[src/hw/rtl/cslo_pkg.sv]
package cslo_pkg;

	// Field widths of items and results.
	localparam int START_W  = 10;
	localparam int LEN_W    = 7;
	localparam int FB_REG_W = 7;
	localparam int MASK_W   = 32;
	localparam int IDX_W    = 5;
	localparam int CNT_W    = 6;

	// Walk position: wide enough for a start of 511 plus a long Motorola climb.
	localparam int POS_W = 12;

	// Motorola step at a byte boundary, to the MSB of the next byte.
	localparam logic signed [POS_W-1:0] MOTO_JUMP = 12'sd15;

	// Reset payload length in bytes.
	localparam logic [FB_REG_W-1:0] FRAME_BYTES_RESET = 7'd8;

	// Index reported for a signal beyond the capacity of the owner masks.
	localparam logic [IDX_W-1:0] FULL_INDEX = 5'd31;

	// Depth of the descriptor queue between front and back.
	localparam int QUEUE_DEPTH = 2;

	// Classified descriptor handed from the front to the back.
	typedef struct packed {
		logic signed [START_W-1:0] start;
		logic [LEN_W-1:0]          len;
		logic                      intel;
		logic                      last;
		logic                      bad_len;
		logic                      neg;
		logic                      past;
	} desc_t;

	// One result item.
	typedef struct packed {
		logic [IDX_W-1:0]  index;
		logic              bad_len;
		logic              neg;
		logic              past;
		logic              outside;
		logic [MASK_W-1:0] mask;
		logic              too_many;
		logic              eom;
	} res_t;

endpackage

[src/hw/rtl/cslo_front.sv]
module cslo_front #(
	parameter int FB_W = 10
) (
	input  logic                                 clk,
	input  logic                                 arst_n,
	input  logic                                 push,
	output logic                                 full,
	input  logic signed [cslo_pkg::START_W-1:0]  start_bit,
	input  logic [cslo_pkg::LEN_W-1:0]           signal_length,
	input  logic                                 byte_order,
	input  logic                                 last_signal,
	input  logic [FB_W-1:0]                      frame_bits,
	input  logic                                 hold,
	output logic                                 q_valid,
	output cslo_pkg::desc_t                      q_data,
	input  logic                                 q_pop
);

	localparam int PTR_W = $clog2(cslo_pkg::QUEUE_DEPTH);
	localparam int QC_W  = $clog2(cslo_pkg::QUEUE_DEPTH + 1);

	cslo_pkg::desc_t       entry_q [cslo_pkg::QUEUE_DEPTH];
	logic [PTR_W-1:0]      wr_ptr_q;
	logic [PTR_W-1:0]      rd_ptr_q;
	logic [QC_W-1:0]       count_q;
	cslo_pkg::desc_t       desc;
	logic                  accept;
	logic                  take;
	logic [11:0]           end_sum;

	// Classify the descriptor as it arrives.
	always_comb begin
		end_sum      = 12'({2'b00, start_bit}) + 12'(signal_length);
		desc.start   = start_bit;
		desc.len     = signal_length;
		desc.intel   = byte_order;
		desc.last    = last_signal;
		desc.bad_len = (signal_length == '0);
		desc.neg     = !desc.bad_len && start_bit[cslo_pkg::START_W-1];
		desc.past    = !desc.bad_len && !desc.neg && byte_order &&
		               (end_sum > 12'(frame_bits));
	end

	assign full    = (count_q == QC_W'(cslo_pkg::QUEUE_DEPTH)) || hold;
	assign accept  = push && !full;
	assign q_valid = (count_q != '0);
	assign q_data  = entry_q[rd_ptr_q];
	assign take    = q_pop && q_valid;

	// Short queue of classified items towards the back.
	always_ff @(posedge clk or negedge arst_n) begin
		if (!arst_n) begin
			wr_ptr_q <= '0;
			rd_ptr_q <= '0;
			count_q  <= '0;
		end else begin
			if (accept) begin
				wr_ptr_q <= (wr_ptr_q == PTR_W'(cslo_pkg::QUEUE_DEPTH - 1)) ?
				            '0 : wr_ptr_q + 1'b1;
			end
			if (take) begin
				rd_ptr_q <= (rd_ptr_q == PTR_W'(cslo_pkg::QUEUE_DEPTH - 1)) ?
				            '0 : rd_ptr_q + 1'b1;
			end
			if (accept && !take) begin
				count_q <= count_q + 1'b1;
			end else if (take && !accept) begin
				count_q <= count_q - 1'b1;
			end
		end
	end

	// Queue payload needs no reset.
	always_ff @(posedge clk) begin
		if (accept) begin
			entry_q[wr_ptr_q] <= desc;
		end
	end

endmodule

[config.mk]
export PLATFORM = sky130hd
export DESIGN_NAME = cslo_front
export DESIGN_NICKNAME = d
export VERILOG_FILES = /design/src/hw/rtl/cslo_pkg.sv /design/src/hw/rtl/cslo_front.sv
export SDC_FILE = /design/constraint.sdc
export NUM_CORES = 1
export LEC_CHECK = 0
export BUFFER_PORTS_ARGS = -buffer_cell sky130_fd_sc_hd__buf_2
export CAP_MARGIN = 5
export CORE_ASPECT_RATIO = 1.2
export CORE_MARGIN = 10
export CORE_UTILIZATION = 29
export DETAILED_ROUTE_END_ITERATION = 10
export PLACE_DENSITY = 0.48
export SETUP_SLACK_MARGIN = 0.02
export SYNTH_ARGS = -nofsm -noshare
export SYNTH_HDL_FRONTEND = slang
export SYNTH_SLANG_ARGS = --single-unit
[constraint.sdc]
create_clock -name clk -period 3.1 [get_ports clk]
set_input_delay 0.31 -clock clk [delete_from_list [all_inputs] [get_ports clk]]
set_output_delay 0.31 -clock clk [all_outputs]
set_load 0.02 [all_outputs]
==> impl_metrics.json <==
{
  "outcome": "finished, final reports clean",
  "number_of_global_route_vias_before_repair": 1706,
  "synth.net_count": 227,
  "power-per-cell-area_nw_per_um2": 680.0,
  "fillerInstances": 832,
  "critPathLaunchType": "input pin",
  "h-tree-depth": 2,
  "clk-insertion-delay-late_ns": 0.30,
  "final_max_slew_viol_count": 0,
  "layout_worst_path_cycle_share_pct": 86.13,
  "critPathKind": "in2reg",
  "syn-instance-count": 174,
  "net-switching-power_uw": 695.0,
  "globalRouteOverflowTotal": 0,
  "synth_cell_types": 33,
  "worst_setup_hold_path_clk_slew_ns": 0.09,
  "static-leakage-power_nw": 1.229,
  "routed_wire_length_per_instance_um": 16.49,
  "postCtsHoldBufs": 1,
  "vdd.ir_drop.worst_uv": 162.2,
  "start_util_pct": 29.65,
  "whs_ns": 0.1946,
  "power.sequential.fraction_pct": 43.8,
  "fin_tns_setup_ns": 0,
  "grt_overall_usage_pct": 9.181,
  "headroom_to_the_max_slew_limit_pct": 73.36,
  "synth_compound_area_share_pct": 6.247,
  "p_int_mw": 1.293,
  "finalHoldViolCount": 0,
  "routabilityCongestion": 0.7326,
  "synth_sequential_area_ratio_pct": 59.14,
  "grt_setup_unrepaired": "no",
  "die_ht_um": 119.7,
  "drtPass1Iterations": 4,
  "cts_tree": "yes",
  "coreArea_sq_um": 8108,
  "drt_iter0_markers": 82,
  "critPathMaxFanout": 4,
  "routed_wirelength_um": 5542,
  "synth.area.mux_share_pct": 10.31,
  "yosys.area_share.adder_pct": 10.20,
  "final_nets": 293,
  "setup_violations": 0,
  "post_synth_and_or_nand_nor_area_fraction_pct": 6.611,
  "synthesis.area_per_instance_sq_um": 13.81,
  "cts_repair_resize_count": 0,
  "seq_area_sq_um": 1421,
  "cp_data_arrival_time_ns": 2.78,
  "min-delay-path-class": "in2reg",
  "final_cells": 336,
  "post_cts_buffers": 0,
  "die-width_um": 103.1,
  "die_area_sq_um": 12340,
  "antenna_cells": 0,
  "switching_share_pct": 34.97,
  "final_antenna_net_count": 0,
  "drive_gt1_share_pct": 38.59,
  "area_growth_syn_to_layout_pct": 21.60,
  "most_common_library_cell_in_the_layout_ignoring_fill_and_taps": "buf_2",
  "port_buffers": 57,
  "multi_input_comb_area_sq_um": 909.6,
  "io_pins": 58,
  "main_combinational_cell_family_by_area_after_synthesis": "multiplexers",
  "post_synth_instance_area_sq_um": 2404,
  "worstSetupEndpointType": "register",
  "avgViaCountPerCell": 4.607,
  "synth-seq-cells": 48,
  "final_util_pct": 36.05,
  "cp_data_required_time_ns": 3.21,
  "clock_power_share_pct": 18.4,
  "layout_min_cycle_time_ns": 2.670,
  "number_of_buffers_inserted_during_clock_tree_synthesis": 5,
  "comb_power_share_pct": 37.8,
  "finClkSkew_ns": 0.004726,
  "dp.final_hpwl_um": 4170,
  "routed-via-count": 1548,
  "worst-slew-pin-transition_ns": 0.3955,
  "clock_sink_count": 48,
  "max_cap_violations": 0,
  "grt_antenna_before_repair": 0,
  "detail_route.drc_violations": 0,
  "mostFrequentLayoutCells": "57 x buf_2, 44 x edfxtp_1, 22 x mux2_2, 18 x inv_1, 18 x ha_1",
  "first_pass_grt_wire_length_um": 8625,
  "grt_start_max_net_pins": 23,
  "synth_xor_area_share_pct": 4.373,
  "dp.cells": 327,
  "ys_warn_count": 0,
  "clock-root-buffer": "clkbuf_8",
  "floorplan.rows": 36,
  "fmax_mhz": 374.5,
  "cts_max_path_buffers": 2
}
-- per-layer routing --
layer	share of wire, %	track usage, %	vias to the layer above	wire length [um]
met4	2.0	4.443	0	110
met5	0	0	-	0
met3	3.4	1.894	7	188
met1	42	9.777	733	2341
li1	-	-	780	-
met2	52	16.55	28	2901
-- Yosys cell counts --
library cell  instances  area [sq um]
buf_1                 1         3.750
nand2_1               6         22.52
o211ai_1              2         15.01
mux2_2               22         247.7
and2_1                2         12.51
nor2_1                8         30.03
xnor2_1               7         61.31
edfxtp_1             44          1321
a21oi_1               4         20.02
or2_2                 1         6.260
dfrtp_1               4         100.1
and3_2                1         7.510
xor2_1                5         43.79
clkbuf_1              1         3.750
a21o_1                1         7.510
o21a_1                2         15.01
nor4_1                3         18.77
o31ai_1               2         15.01
fa_1                  1         20.02
a2111o_1              1         11.26
o2111ai_1             1         8.760
a2111oi_0             1         8.760
ha_1                 18         225.2
nor3_1                3         15.01
nor2b_1               2         12.51
nand4_1               2         12.51
o21ai_0               5         25.02
a311oi_1              1         8.760
o21bai_1              1         7.510
inv_1                18         67.56
a211oi_1              1         7.510
nand4b_1              1         8.760
and3_1                2         12.51
-- worst paths after layout --
path	startpoint	to	slack, ns	cells past startpoint
min in group asynchronous	arst_n	count_q[1]	0.35	2
hold reg to reg	wr_ptr_q	wr_ptr_q	0.52	1
setup / recovery	signal_length[2]	entry_q[0][0]	0.43	11
max in group asynchronous	arst_n	count_q[0]	2.63	2
setup reg to reg	count_q[0]	entry_q[0][17]	1.53	5
hold / removal	last_signal	entry_q[1][3]	0.19	1
-- critical path, stage by stage --
cell and delay, ns:
buf_2 0.13, ha_1 0.33, and3_1 0.20, a2111o_1 0.47
o31ai_1 0.29, xnor2_1 0.11, ha_1 0.30, nand2_1 0.07
nor3_1 0.16, o21ai_0 0.10, a311oi_1 0.32
-- final cells by class --
type | instances | area share [%]
tap | 95 | 4.067
inverter | 18 | 2.312
multi-input combinational | 106 | 31.12
sequential | 48 | 48.63
clock inverter | 3 | 0.6421
timing repair buffer | 61 | 10.87
clock buffer | 5 | 2.354
-- metrics by stage --
stage               total power [mW]  cell area (sq um)  setup slack, ns
finish                         1.988               2923           0.4300
global route                   2.114               2923           0.1108
CTS                            2.026               2923           0.4348
detailed placement             1.655               2825           0.1212
global placement               1.653               2825           0.1410
floorplan                      1.395               2404           0.4690
-- registers in the layout, summed over array words and instances, names as in the netlist --
name	cells
count_q	2
entry_q	44
rd_ptr_q	1
wr_ptr_q	1
-- power by group through the flow --
stage / Sequential, mW / Combinational (mW) / Clock [mW]
6_report: 0.871 / 0.751 / 0.366
5_1_grt: 0.883 / 0.821 / 0.410
4_1_cts: 0.873 / 0.773 / 0.380
3_3_place_gp: 0.884 / 0.769 / 0
2_1_floorplan: 0.863 / 0.532 / 0
3_5_place_dp: 0.886 / 0.769 / 0
-- cell families after synthesis --
logic type	after synthesis
DFF	48
and+or+nand+nor	31
AOI/OAI and AO/OA	22
muxes	22
buffers and inverters	20
adders and majority gates	19
xor gates and xnor gates	12
Power figures use the tool's default switching activity.
